[src/hw/rtl/aarm_pkg.sv]
// shared constants and fixed-point helpers for the axis-angle rotation matrix unit
package aarm_pkg;

    localparam int CORDIC_STEPS_DEF = 16;
    localparam int ATAN_ENTRIES     = 24;
    localparam int XW               = 34;
    localparam int ZW               = 34;
    localparam int LW               = 30;
    localparam int RW               = 62;
    localparam int DW               = 52;
    localparam int QW               = 22;
    localparam int UW               = 22;
    localparam int PW               = 23;
    localparam int SQRT_CELLS       = LW;
    localparam int DIV_CELLS        = QW;
    localparam logic signed [XW-1:0] CORDIC_X0 = XW'(652032874);
    localparam logic [QW-1:0]        ONE20     = QW'(1 << 20);

    function automatic logic signed [ZW-1:0] atan_turn(input int idx);
        logic signed [ZW-1:0] v;
        case (idx)
            0:       v = ZW'(536870912);
            1:       v = ZW'(316933406);
            2:       v = ZW'(167458907);
            3:       v = ZW'(85004756);
            4:       v = ZW'(42667331);
            5:       v = ZW'(21354465);
            6:       v = ZW'(10679838);
            7:       v = ZW'(5340245);
            8:       v = ZW'(2670163);
            9:       v = ZW'(1335087);
            10:      v = ZW'(667544);
            11:      v = ZW'(333772);
            12:      v = ZW'(166886);
            13:      v = ZW'(83443);
            14:      v = ZW'(41722);
            15:      v = ZW'(20861);
            16:      v = ZW'(10430);
            17:      v = ZW'(5215);
            18:      v = ZW'(2608);
            19:      v = ZW'(1304);
            20:      v = ZW'(652);
            21:      v = ZW'(326);
            22:      v = ZW'(163);
            23:      v = ZW'(81);
            default: v = '0;
        endcase
        return v;
    endfunction

    // round to nearest, halves away from zero
    function automatic logic signed [27:0] rnd_sh20(input logic signed [47:0] v);
        logic [47:0] mag;
        logic [47:0] r;
        mag = v[47] ? 48'(-v) : 48'(v);
        r   = (mag + 48'(1 << 19)) >> 20;
        return v[47] ? 28'(-r[27:0]) : r[27:0];
    endfunction

    function automatic logic signed [23:0] rnd_sh10(input logic signed [XW-1:0] v);
        logic [XW-1:0] mag;
        logic [XW-1:0] r;
        mag = v[XW-1] ? XW'(-v) : XW'(v);
        r   = (mag + XW'(1 << 9)) >> 10;
        return v[XW-1] ? 24'(-r[23:0]) : r[23:0];
    endfunction

    function automatic logic [15:0] to_q14(input logic signed [24:0] v);
        logic [24:0]        mag;
        logic [24:0]        r;
        logic signed [19:0] q;
        mag = v[24] ? 25'(-v) : 25'(v);
        r   = (mag + 25'(32)) >> 6;
        q   = v[24] ? 20'(-r[19:0]) : r[19:0];
        if (q > 20'sd16384) begin
            q = 20'sd16384;
        end else if (q < -20'sd16384) begin
            q = -20'sd16384;
        end
        return q[15:0];
    endfunction

endpackage

[src/hw/rtl/aarm_sqrt_cell.sv]
// one bit of the pipelined square root of the squared axis length
module aarm_sqrt_cell #(
    parameter int BIT = 0,
    parameter int SW  = 1
) (
    input  logic                     i_clk,
    input  logic                     i_rst_n,
    input  logic                     i_en,
    input  logic                     i_valid,
    input  logic [aarm_pkg::RW-1:0]  i_rem,
    input  logic [aarm_pkg::LW-1:0]  i_root,
    input  logic [SW-1:0]            i_side,
    output logic                     o_valid,
    output logic [aarm_pkg::RW-1:0]  o_rem,
    output logic [aarm_pkg::LW-1:0]  o_root,
    output logic [SW-1:0]            o_side
);
    import aarm_pkg::*;

    logic [RW-1:0] trial;
    logic          ge;
    logic [RW-1:0] n_rem;
    logic [LW-1:0] n_root;
    logic          r_valid;
    logic [RW-1:0] r_rem;
    logic [LW-1:0] r_root;
    logic [SW-1:0] r_side;

    always_comb begin
        trial  = (RW'(i_root) << (BIT + 1)) + (RW'(1) << (2 * BIT));
        ge     = i_rem >= trial;
        n_rem  = ge ? i_rem - trial : i_rem;
        n_root = ge ? (i_root | (LW'(1) << BIT)) : i_root;
    end

    always_ff @(posedge i_clk) begin
        if (!i_rst_n) begin
            r_valid <= 1'b0;
        end else if (i_en) begin
            r_valid <= i_valid;
        end
    end

    always_ff @(posedge i_clk) begin
        if (i_en) begin
            r_rem  <= n_rem;
            r_root <= n_root;
            r_side <= i_side;
        end
    end

    assign o_valid = r_valid;
    assign o_rem   = r_rem;
    assign o_root  = r_root;
    assign o_side  = r_side;

endmodule

[config.mk]
export PLATFORM = sky130hd
export DESIGN_NAME = aarm_sqrt_cell
export DESIGN_NICKNAME = d
export VERILOG_FILES = /design/src/hw/rtl/aarm_pkg.sv /design/src/hw/rtl/aarm_sqrt_cell.sv
export SDC_FILE = /design/constraint.sdc
export NUM_CORES = 1
export LEC_CHECK = 0
export ABC_AREA = 0
export BUFFER_PORTS_ARGS = -buffer_cell sky130_fd_sc_hd__clkbuf_2
export CORE_MARGIN = 3
export CORE_UTILIZATION = 28
export CTS_CLUSTER_SIZE = 40
export DETAILED_ROUTE_END_ITERATION = 10
export MAX_ROUTING_LAYER = met4
export PLACE_DENSITY = 0.52
export SLEW_MARGIN = 10
export SYNTH_ARGS = -nofsm -noshare
export SYNTH_HDL_FRONTEND = slang
export SYNTH_SLANG_ARGS = --single-unit
[constraint.sdc]
create_clock -name i_clk -period 4.8 [get_ports i_clk]
set_input_delay 0.72 -clock i_clk [delete_from_list [all_inputs] [get_ports i_clk]]
set_output_delay 0.72 -clock i_clk [all_outputs]
set_load 0.03 [all_outputs]
Yosys cells after proc, flatten, opt, wreduce, memory -nomap -nowiden
Cells that the tools add are included.
{"block": "totals", "reg_bits": 94, "latchBits": 0, "ramBits": 0, "rom_bits": 0, "inputBits": 97, "output_inout_bits": 94, "wordCells": 9, "memories": 0}
{"block": "op_classes", "add_sub_neg": 2, "multipliers": 0, "div": 0, "magnitude_cmp": 1, "eq_ne": 0, "shifts": 0, "mux": 1, "n_bitwise": 0, "reduce_logical": 0}
{"operator": "greater-or-equal comparator 62 x 32 -> 1 bit", "count": 1}
{"operator": "two-way mux 62 bit", "count": 1}
{"operator": "subtractor 62 x 32 -> 62 bit", "count": 1}
{"operator": "adder 31 x 1 -> 32 bit (second input constant)", "count": 1}

Depth between registers and ports, before layout
Gate-level depths: netlist (run 1).
{"block": "depth", "depth_word": 3, "ltp_mapped": 12, "ltp_nobuf": 10}

Worst setup path after synthesis (run 1)
No wires, ideal clock.
{"block": "synth_path", "path_type": "input to register", "start": "input port i_rem[50] in the netlist's numbering", "end": "register r_rem[51], in the netlist o_rem[51], data pin", "setup_ns": 0.271, "t_arrival_ns": 3.090, "t_required_ns": 4.529, "setup_slack_ns": 1.439, "path_stages": 9, "n_path_buf": 1, "path_cell_list": "or3_4 -> or4_1 -> buf_2 -> or4_1 -> nand4b_4 -> a41o_4 -> o211ai_4 -> nor4_1 -> xor2_1"}
{"block": "synth_between", "elab_chain_len": 2, "elab_cells_between_ends": 3, "cone_classes": "add/sub (1); order compare (1); mux (1)"}
{"item": "start: declaration", "line": "aarm_sqrt_cell.sv:10", "text": "input logic [aarm_pkg::RW-1:0] i_rem,"}
{"item": "subtractor 62 x 32 -> 62 bit / greater-or-equal comparator 62 x 32 -> 1 bit (equally long branches)", "line": "aarm_sqrt_cell.sv:32, aarm_sqrt_cell.sv:31"}
{"item": "two-way mux 62 bit (*)", "line": "aarm_sqrt_cell.sv:32", "text": "n_rem = ge ? i_rem - trial : i_rem;"}
{"item": "via n_rem[51]", "line": "aarm_sqrt_cell.sv:22", "text": "logic [RW-1:0] n_rem;"}
{"item": "end signal: assignment", "line": "aarm_sqrt_cell.sv:46", "text": "r_rem <= n_rem;"}
{"item": "end: declaration", "line": "aarm_sqrt_cell.sv:25", "text": "logic [RW-1:0] r_rem;"}
The timed path passes the listed nets; every way through them passes the cells marked *.
A chain may end at the register's enable or synchronous reset.

Worst setup path after layout (run 1)
{"block": "layout_path", "start": "input port i_rem[50] in the netlist's numbering", "end": "register r_rem[38], in the netlist o_rem[38], data pin"}
{"block": "layout_between", "elab_chain_len": 2}
{"item": "greater-or-equal comparator 62 x 32 -> 1 bit", "line": "aarm_sqrt_cell.sv:31", "text": "ge = i_rem >= trial;"}
{"item": "two-way mux 62 bit", "line": "aarm_sqrt_cell.sv:32"}
{"item": "via n_rem[38]", "line": "aarm_sqrt_cell.sv:22"}
The timed path passes the listed nets, and every way through them passes these cells.

==> results of run 1 <==
-- final cells by class --
class                      instances  share of cell area, %
sequential                        94                   37.3
tap                              270                   4.48
clock buffer                       9                   2.99
clock inverter                     7                  0.813
antenna                            2                 0.0664
inverter                          37                   1.84
timing repair buffer             199                   13.5
multi-input combinational        452                   38.9
-- through the flow --
| stage | setup slack, ns | total power, uW | cells |
|---|---|---|---|
| floorplan | 1.44 | 1500 | 608 |
| global placement | 0.868 | 1740 | 1052 |
| detailed placement | 0.833 | 1740 | 1052 |
| CTS | 1.21 | 2480 | 1068 |
| global route | 1.04 | 2570 | 1070 |
| finish | 1.23 | 2450 | 1070 |
-- flip-flops by register name, summed over array words and instances, names as in the netlist --
register / count
o_rem: 62
o_root: 30
o_side: 1
o_valid: 1
-- path summary, 6_finish.rpt --
path                           to  slack (ns)  cells past startpoint
min reg2reg  o_valid$_SDFFE_PN0P_        0.54                      2
max           o_rem[38]$_DFFE_PP_        1.23                      9
max reg2reg  o_valid$_SDFFE_PN0P_        4.20                      2
min          o_valid$_SDFFE_PN0P_        0.54                      2
-- routing by layer --
| metal | up-vias | wire [um] |
|---|---|---|
| li1 | 2607 | - |
| met1 | 2448 | 8750 |
| met2 | 153 | 8370 |
| met3 | 17 | 798 |
| met4 | 0 | 309 |
| met5 | - | 0 |
-- worst max-delay path, cell delays in order --
cell and delay [ns]:
sky130_fd_sc_hd__clkbuf_2 0.09, sky130_fd_sc_hd__or3_4 0.40, sky130_fd_sc_hd__or4_1 0.54, sky130_fd_sc_hd__or4_1 0.57, sky130_fd_sc_hd__nand4b_4 0.20, sky130_fd_sc_hd__a41o_4 0.32, sky130_fd_sc_hd__nor2_4 0.51, sky130_fd_sc_hd__nor3_1 0.15
sky130_fd_sc_hd__xor2_1 0.17
-- logic make-up (layout without fill, tap and decap cells) --
kind of cell             count (synthesis)  in the layout
AO/OA/AOI/OAI                          141            141
buffers and inverters                   62            252
flip-flops                              94             94
multiplexers                             1              1
XOR/XNOR                                59             59
adder cells (fa/ha/maj)                 32             32
other                                    0              2
AND/OR/NAND/NOR                        219            219
-- report_power, final --
part	switching, uW	leakage [uW]	internal, uW	total, uW
logic	463	0.00210	224	687
clock network	363	0.000141	364	727
registers	22.6	0.000919	1010	1030
-- placed cells by master, fill, tap and decap left out, types with 6 or more instances in the layout --
cell and instances:
sky130_fd_sc_hd__a211o_1 6, sky130_fd_sc_hd__buf_4 10, sky130_fd_sc_hd__nand2_1 60, sky130_fd_sc_hd__a21oi_1 56, sky130_fd_sc_hd__nor2_1 56, sky130_fd_sc_hd__xnor2_1 35
sky130_fd_sc_hd__xor2_1 24, sky130_fd_sc_hd__nor4_1 14, sky130_fd_sc_hd__and3_1 6, sky130_fd_sc_hd__nor3_1 24, sky130_fd_sc_hd__o21ai_0 25, sky130_fd_sc_hd__clkbuf_2 189
sky130_fd_sc_hd__edfxtp_1 93, sky130_fd_sc_hd__ha_1 31, sky130_fd_sc_hd__o21a_1 8, sky130_fd_sc_hd__nand4_1 15, sky130_fd_sc_hd__or4_1 6, sky130_fd_sc_hd__nor2b_1 6
sky130_fd_sc_hd__clkbuf_16 9, sky130_fd_sc_hd__inv_1 37, sky130_fd_sc_hd__o21bai_1 6, sky130_fd_sc_hd__nand3_1 15
==> summary by stage, run 1 <==
GRT
met2 is the most crowded layer. Global routing finished with a remaining overflow of 0. The initial antenna violation count is 2.

The first global-routing pass estimated 28400 um of wire. The met2 demand-to-capacity share in global routing is 24.3%. The total track usage is 15.9%.

The met1 routing resource usage after global routing is 21.2%. Global routing consumed, on the met3 layer, 2.84% of the routing resources. The maximum number of pins on one net before global-route repair is 70. The number of global-route vias before repair came to 5168.

Cells and area
Compared with the post-synthesis result, the final layout area differs by 25.8%. The layout cell share with drive strength beyond 1 is 28.3%. The storage element area is 2810 sq um. The final core area utilization is 36.5%. The area of the multi-input gates is 2940 sq um.

The final layout contains 922 nets. Fill cells in the final layout number 2141. The final instance area is 7540 sq um.

Routing
The number of remaining DRC errors is 0. After detailed routing, the average wire length per cell comes to 17.0 um. Summed over all layers, the routed wires come to 18200 um. The ratio of routed vias to standard cells is 4.88.

The number of detailed-routing iterations run before antenna repair is 6. The detailed router's first-iteration violation count is 325. The routed layout has 5225 vias. Once detail routing completed, the nets flagged for antenna violations numbered 0.

Hold path
The start point of the worst min-delay path is o_valid$_SDFFE_PN0P_. The classification of the worst-slack hold path is reg2reg.

Yosys
Summing the areas of all compound-gate instances in the mapped netlist gives 15.4% of the synthesized area. Counting distinct cell types in the post-synthesis netlist gives 57. The number of warnings issued by yosys is 0.

The synthesis-stage register bit count is 94. The top flip-flop cell by instance count after synthesis is sky130_fd_sc_hd__edfxtp_1. Dividing the synthesized area by the synthesized cell count gives 9.85 sq um. The number of standard cells after synthesis is 608. In the post-synthesis netlist, the cell with the most instances is sky130_fd_sc_hd__edfxtp_1. The top cell type's share of synthesized area is 46.6%. After synthesis, the cell types taking the most area are sky130_fd_sc_hd__edfxtp_1, sky130_fd_sc_hd__ha_1, sky130_fd_sc_hd__xnor2_1. The synthesized design contains 93 enable-type register cells. By count the netlist is led by sky130_fd_sc_hd__edfxtp_1, sky130_fd_sc_hd__nand2_1, sky130_fd_sc_hd__a21oi_1, sky130_fd_sc_hd__nor2_1, sky130_fd_sc_hd__inv_1.

The proportion of synthesized chip area in sequential cells is 47.0%. The mux share of post-synthesis cell area is 0.167%. The largest family of logic cells by synthesized area is simple AND/OR/NAND/NOR gates. Of the total synthesized cell area, the portion taken by full adders, half adders and majority gates is 6.81%. Of the total synthesized cell area, the portion taken by XOR and XNOR cells is 8.63%.

In the synthesized netlist the async set-or-reset flop fraction comes to 0%. The synthesized netlist occupies a cell area of 5990 sq um. The share of synthesized cell area in and, or, nand and nor gates is 18.0%.

Summed over all instances, the cell type with the most area after synthesis is sky130_fd_sc_hd__edfxtp_1. The post-synthesis net count is 737.

Clock tree
The buffer type at the clock tree root is sky130_fd_sc_hd__clkbuf_16. TritonCTS built the clock tree. After clock tree synthesis, the clock-pin slew on the worst setup and hold paths is 0.08 ns. Once the clock tree was built, the resizer swapped 0 gates to a different size.

The insertion delay of the later-clocked pin in the worst-skew pair is 0.36 ns. The total setup buffers inserted after CTS is 0. Buffers inserted to repair hold after CTS numbered 0. The H-tree generated during clock tree synthesis spans 3 levels. The total clock sinks is 94.

The longest clock path from root to sink contains 2 buffers. The clock buffer count from CTS is 9.

Timing
The clock arrives with 0 ns of skew. The number of endpoints failing setup at the final stage is 0. The count of endpoints failing hold in the final timing report is 0.

The upper clock frequency limit is 0.280 GHz. The time the worst path needs with I/O delays and setup is 3.57 ns. At the pin with the least slew margin, the transition time is 0.942 ns.

The max-slew violation count is 0. The post-route fraction of the period consumed by the critical path is 74.4%. Setup repair after global routing left no endpoint under its margin. The final worst hold slack is 0.536 ns. In this run the tightest slew margin relative to its limit is 37.2%. Adding up every negative setup slack in the final design gives 0 ns.

Floorplanning
After floorplanning, the core was divided into 52 placement rows. 191 I/O pins were placed. The die height is 152 um.

The region available for standard cell placement spans 20600 sq um. Measured along the x axis, the die boundary spans 152 um. The effective utilization at floorplan is 29.0%. The floorplan step defined a die boundary enclosing 23200 sq um.

Worst setup path
The worst setup path is of the in2reg kind. The required time of the critical path is 4.92 ns. The launching point of the worst reg2reg path is o_valid$_SDFFE_PN0P_. In this run the worst setup path begins at i_rem[50].

The critical-path maximum fanout is 24. STA classifies the critical path startpoint as an input port. The kind of capture point of the worst setup path is a flip-flop.

Data on the critical path arrives at its endpoint at 3.69 ns.

Status
The run finished with clean final reports.

Flow run
The tool flagged a number of max-cap violations equal to 0.

Pwr
Dividing total power by cell area gives a power density of 325 nW/um^2. Summed over all cells, the static leakage comes to 0.00316 uW. The worst-case IR drop observed on VDD is 0.155 mV.

Placement
At the end of routability-driven placement, the weighted congestion stood at 0.851. The number of input and output port buffers inserted is 190. The cell area reported after detailed placement is 7250 sq um. The HPWL after detailed placement is 14200 um.
No activity file was read; power rests on OpenSTA's default activity.
==> run 2, diff against run 1 <==
- PLACE_DENSITY: 0.52 -> 0.54
- clock period: 4.8 -> 3.2 ns (I/O delays scaled with it)
==> run 2 against run 1 <==
  * Power increased by 53%
  * Clock skew unchanged
  * Worst hold slack worse by 0.22 ns
  * First-iteration DRC count is 19% lower
  * Utilization rose by 2.8 points
  * Critical path depth is the same
  * Sequential share of layout area shrank 2.6 points
  * Critical path type unchanged
  * Critical endpoint is now o_rem[51]$_DFFE_PP_
  * Largest power group unchanged
==> summary by stage, run 2 (synthesis results as in run 1) <==
Status
The run finished with clean final reports.

Clock tree
The clock transition at the register clock pins on the worst setup and hold paths after CTS is 0.06 ns. The total setup buffers inserted after CTS is 0. The clock buffer count from CTS is 9. The deepest clock path buffer count is 2.

The clock tree synthesis step divided the H-tree into 3 levels. The number of instances resized during post-cts repair is 0. TritonCTS built the clock tree. The total clock sinks is 94.

The insertion delay of the later-clocked pin in the worst-skew pair is 0.34 ns. The number of buffers added to fix hold violations after cts is 0. Clock tree synthesis selected as its root buffer the cell sky130_fd_sc_hd__clkbuf_16.

Timing
The count of endpoints failing hold in the final timing report is 0. Setup repair after global routing left no endpoint under its margin. The transition time at the pin with the least slew margin is 0.700 ns. Setup violations remaining at the end of the flow were counted as 0. The least setup slack across all paths after layout is 0.258 ns.

The tightest slew margin relative to the limit is 52.9%. The setup skew after layout is 0 ns. The time the worst path needs with I/O delays and setup is 2.94 ns.

In the finished design, the share of the clock period the worst path needs comes to 91.9%. The final worst hold slack is 0.320 ns. The upper clock frequency limit is 0.340 GHz. The max-slew violation count is 0.

Routing
The ratio of routed vias to standard cells is 4.75. In the routed design, unresolved DRC markers number 0. The detailed router's first-iteration violation count is 264. The number of detailed-routing iterations run before antenna repair is 4. Dividing the detail-routed wire length by the instance count gives 15.9 um.

The total number of vias is 5419. The remaining antenna violation count after routing is 0. The total wirelength of the detailed-routed design is 18100 um.

Pwr
The internal power of the cells totals 2530 uW. The power per standard cell area is 461 nW/um^2. Combinational logic is responsible for 30.2% of the overall power. The proportion of power drawn by the clock network is 28.2%. The sequential fraction of design power is 41.6%. The net switching share of the total power is 32.3%. The power dissipated by switching net loads is 1210 uW.

The leakage power summed over all cells is 0.00350 uW. IR analysis of the VDD net gives a maximum drop of 0.242 mV.

Hold path
The min-delay analysis places its worst path in the category in2reg. The worst hold path begins at i_side.

Placement
The placer congestion estimate is 0.854. The number of input and output port buffers inserted is 190. The pre-CTS setup slack is -0.118 ns. The HPWL after detailed placement is 14800 um.

Worst setup path
The critical path is of the in2reg type. The library cell appearing most often on the critical path is sky130_fd_sc_hd__or4_1. The worst setup path is captured at a flip-flop. In this run the critical register-to-register path is launched from o_valid$_SDFFE_PN0P_. The signal on the critical path passes through clkbuf_2 -> or3_4 -> or4_1 -> or4_1 -> nand4b_4 -> a41o_4 -> o211ai_4 -> nor4_1 -> xor2_1. The largest individual stage delay along the critical path comes from the cell sky130_fd_sc_hd__or4_1. Counting both buffers and inverters, the worst setup path holds a total of 1. The family of cells with the greatest summed delay on the critical path is simple AND/OR/NAND/NOR gates. The data arrival at the endpoint of the critical path is 3.02 ns. The nature of the critical path startpoint is an input port. At the worst endpoint, the required time is 3.28 ns. The critical path starts at i_rem[50]. Of all nets on the critical path, the largest fanout is 6.

In this design, the stage delay of the slowest critical-path cell is 0.56 ns.

Flow run
The count of max-cap constraint violations is 0.

GRT
The met3 track demand over resource in global routing is 2.87%. The first global-routing pass estimated 28700 um of wire. The number of global-route vias before repair is 5419. The initial antenna violation count is 2. For this run the aggregate overflow at the end of global routing stands at 0.

For this run, the total global-route usage over all layers was measured as 16.0%. The met2 demand-to-capacity share in global routing is 25.0%. For this run, global-route usage on met1 was measured as 21.1%.

Entering global routing, the biggest net connects 59 pins. The busiest metal layer after global routing is met2.

Floorplanning
The die height is 152 um. From left edge to right edge, the die measures 152 um. The count of standard-cell rows is 52. The core area is 20600 sq um. The number of top-level pins is 191. Once the floorplan was initialized, standard cells occupied 29.0% of the core.

The die covers 23200 sq um.

Cells and area
The layout overhead on the synthesized area is 35.3%. At the end of the flow, the number of nets in the layout was 994. The register with the most flip-flops in the layout has 62 of them.

The most common cell after layout, fill and taps aside is sky130_fd_sc_hd__clkbuf_2. For this run, the share of the core covered by cells in the final layout is 39.3%. Cells with a size suffix above 1 make up 34.0% of the layout. Leaving out fill and tap cells, the most frequent cells in the layout are sky130_fd_sc_hd__clkbuf_2, sky130_fd_sc_hd__edfxtp_1, sky130_fd_sc_hd__buf_4.
[run 2: layout make-up]
cell class                      instances  area, sq um
Antenna cell                            2         5.00
Clock buffer                           10          229
Clock inverter                          4         50.0
Fill cell                            2113        12500
Inverter                               37          139
Multi-Input combinational cell        452         2940
Sequential cell                        94         2810
Tap cell                              270          338
Timing Repair Buffer                  271         1600
[run 2: worst paths after layout]
check / endpoint / slack, ns / cells past startpoint
min: o_side$_DFFE_PP_ / 0.32 / 1
max reg2reg: o_valid$_SDFFE_PN0P_ / 2.62 / 2
min reg2reg: o_valid$_SDFFE_PN0P_ / 0.52 / 2
max: o_rem[51]$_DFFE_PP_ / 0.26 / 9
[run 2: metrics by stage]
step | area (sq um) | power (uW) | std cells | setup TNS, ns
2_1_floorplan | 5990 | 2260 | 608 | 0
3_3_place_gp | 7820 | 2710 | 1124 | -0.494
3_5_place_dp | 7820 | 2710 | 1124 | -2.44
4_1_cts | 8100 | 3790 | 1138 | 0
5_1_grt | 8110 | 3940 | 1140 | 0
6_report | 8110 | 3730 | 1140 | 0
[run 2: routing by layer]
layer  vias up  part of all wire (%)
met5         -                     0
li1       2751                     -
met3        19                   4.5
met4         0                   2.0
met2       139                    45
met1      2510                    48
[run 2: power groups by stage]
stage               combinational [uW]  clock, uW  sequential [uW]
floorplan                          403          0             1850
global placement                  1120          0             1580
detailed placement                1130          0             1580
CTS                               1140       1100             1560
global route                      1230       1150             1570
finish                            1130       1050             1550
==> run 3, diff against run 2 <==
- BUFFER_PORTS_ARGS: -buffer_cell sky130_fd_sc_hd__clkbuf_2 -> -buffer_cell sky130_fd_sc_hd__buf_2
- CORE_MARGIN: 3 -> 1.5
- CTS_CLUSTER_SIZE: 40 -> unset
==> run 3 against run 2 <==
  * Non-clock buffer count down 3
  * Wire length up 0.21%
  * Sequential power about the same
  * Cell count up 0.35%
  * Critical path type unchanged
==> summary by stage, run 3 (synthesis results as in run 1) <==
Status
The flow ran to the end, and the final reports show no timing, DRC or antenna violations.

GRT
The number of global-route vias before repair is 5346. The first global-routing pass estimated 28100 um of wire. The initial antenna violation count is 2.

Global routing used 16.9% of the available tracks. After global routing the overflow that remains totals 0. The maximum number of pins on one net before global-route repair is 51.

Cells and area
The multi-input combinational cells in the finished layout cover a total of 2940 sq um. Leaving out fill and tap cells, the most frequent cell in the layout is sky130_fd_sc_hd__buf_2. The storage element area is 2810 sq um. The final core area utilization is 38.4%. The number of fillers in the final layout is 2138.

The final net count is 991. The layout overhead on the synthesized area is 34.7%. In the layout the commonest cells are sky130_fd_sc_hd__buf_2, sky130_fd_sc_hd__edfxtp_1, sky130_fd_sc_hd__buf_4.

Of the cells placed in the final design, the portion with a size suffix greater than 1 is 33.8%. The flip-flop count of the largest register, all copies and words added is 62.

Clock tree
Clock-pin slew was measured on the worst setup and hold paths at 0.07 ns. The insertion delay of the later-clocked pin in the worst-skew pair is 0.34 ns. After clock tree synthesis, the repair step resized 0 gates. The maximum level of the CTS H-tree is 3. Buffers inserted to repair hold after CTS numbered 0. Clock tree synthesis selected as its root buffer the cell sky130_fd_sc_hd__clkbuf_16.

The clock tree from TritonCTS is done. CTS saw 94 sinks. The clock buffer count from CTS is 9. The clock passes through at most 2 buffers. The total setup buffers inserted after CTS is 0.

Pwr
The net switching share of the total power is 33.3%. The leakage power summed over all cells is 0.00344 uW. The clock network accounts for 27.3% of the total power. The design internal power is 2460 uW. The combinational power share is 30.6%. The sequential fraction of design power is 42.1%.

Dividing total power by cell area gives a power density of 456 nW/um^2. The total power consumption of the routed design is 3680 uW. The largest vdd supply drop is 0.230 mV. The analysis attributes to net switching a power of 1220 uW.

Routing
The detailed-route wire length per cell is 15.9 um. The total wirelength of the detailed-routed design is 18100 um. Detailed routing inserted a total of 5445 vias. The ratio of routed vias to standard cells is 4.76.

In the routed design, unresolved DRC markers number 0. The number of detailed-routing iterations run before antenna repair is 5. The count of nets left with antenna violations once routing finished came out at 0. The detailed router's first-iteration violation count is 288.

Worst setup path
The critical path is of the in2reg type. The nature of the critical path startpoint is an input port. Counting both buffers and inverters, the worst setup path holds a total of 1. The family of cells with the greatest summed delay on the critical path is simple AND/OR/NAND/NOR gates. For flop-to-flop paths, the worst setup slack is 2.60 ns. Walking the worst path, the cells encountered are buf_2 -> or3_4 -> or4_1 -> or4_1 -> nand4b_4 -> a41o_4 -> o21ai_0 -> nor4_1 -> xor2_1. The longest individual stage delay on the worst path is 0.56 ns. STA classifies the critical path endpoint as a flip-flop. The highest-delay cell along the critical path is sky130_fd_sc_hd__or4_1. The logic depth of the worst setup path including buffers is 9. The worst reg2reg path depth is 2.

The endpoint of the worst-slack reg-to-reg timing path is o_valid$_SDFFE_PN0P_. The launching point of the worst reg2reg path is o_valid$_SDFFE_PN0P_. The critical-path maximum fanout is 6.

The data arrival at the endpoint of the critical path is 3.09 ns. The library cell appearing most often on the critical path is sky130_fd_sc_hd__or4_1. STA puts the critical path data required time at 3.28 ns.

Placement
The number of input and output port buffers inserted is 190. The HPWL after detailed placement is 14500 um. The pre-CTS setup slack is -0.149 ns. At the end of routability-driven placement, the weighted congestion stood at 0.846.

Timing
The setup skew after layout is 0 ns. The count of endpoints failing hold in the final timing report is 0. The number of endpoints failing setup at the final stage is 0. The post-route fraction of the period consumed by the critical path is 94.3%. The worst path meets setup with 0.183 ns of slack. The max-slew violation count is 0. At the pin with the least slew margin, the transition time is 0.679 ns. The upper clock frequency limit is 0.331 GHz. The time the worst path needs with I/O delays and setup is 3.02 ns. The final worst hold slack is 0.310 ns. Setup repair after global routing left no endpoint under its margin. The worst pin sits at a relative slew slack of 54.3%. The final-layout setup total negative slack is 0 ns.

Floorplanning
The die area is 22300 sq um. The initialized floorplan defines 53 standard-cell rows. The die height is 149 um. Once the floorplan was initialized, standard cells occupied 28.5% of the core.

After floorplanning, the core was sized to cover 21000 sq um. The chip width is 149 um. The number of top-level pins is 191.

Flow run
The tool flagged a number of max-cap violations equal to 0.

Hold path
The depth of the worst hold-timing path is 1. The path with the worst hold slack has its endpoint at o_side$_DFFE_PP_. The startpoint identified for the worst hold timing path is i_side. The path class of the tightest hold or removal check is in2reg.
run 3: cell count changes in the layout (fill, tap and decap cells not counted), sizes merged:
| cell | delta |
|---|---|
| clkinv | +4 |
| bufinv | -1 |
| buf | +186 |
| clkbuf | -189 |
| clkinvlp | -1 |
run 3: area by class of cell:
type                            instances  share of cell area (%)
Antenna cell                            2                  0.0620
Clock buffer                           10                    2.84
Clock inverter                          6                   0.481
Inverter                               37                    1.72
Multi-Input combinational cell        452                    36.4
Sequential cell                        94                    34.9
Tap cell                              275                    4.26
Timing Repair Buffer                  268                    19.4
run 3: power groups by stage:
stage / logic, uW / registers (uW) / clock network, uW
global route: 1230 / 1560 / 1100
finish: 1130 / 1550 / 1010
floorplan: 403 / 1850 / 0
CTS: 1130 / 1550 / 1040
detailed placement: 1130 / 1580 / 0
global placement: 1130 / 1580 / 0
run 3: worst max path at each step:
stage / startpoint / end / slack [ns]
after floorplan: i_rem[50] / o_rem[51]$_DFFE_PP_ / 0.08
after global placement: i_rem[50] / o_rem[60]$_DFFE_PP_ / -0.09
after detailed placement: i_rem[50] / o_rem[60]$_DFFE_PP_ / -0.15
after CTS: i_rem[50] / o_rem[60]$_DFFE_PP_ / 0.23
after global routing: i_root[24] / o_rem[60]$_DFFE_PP_ / 0.08
final: i_rem[50] / o_rem[60]$_DFFE_PP_ / 0.18
run 3: layer usage:
metal  global-route usage [%]  up-vias  routed length (um)
li1                         -     2740                   -
met1                     22.6     2541                8550
met2                     26.3      150                8310
met3                     2.91       14                1030
met4                     5.00        0                 240
met5                        -        -                   0
run 3: worst reg2reg max path, stage by stage, from the launching register on:
cell and delay (ns):
sky130_fd_sc_hd__dfxtp_1 0.31, sky130_fd_sc_hd__mux2i_1 0.13, sky130_fd_sc_hd__nor2b_1 0.06
run 3: metrics by stage:
stage                     std cells  instance area [sq um]
after floorplan                 608                   5990
after global placement         1126                   7790
after detailed placement       1126                   7790
after CTS                      1142                   8060
after global routing           1144                   8070
final                          1144                   8070
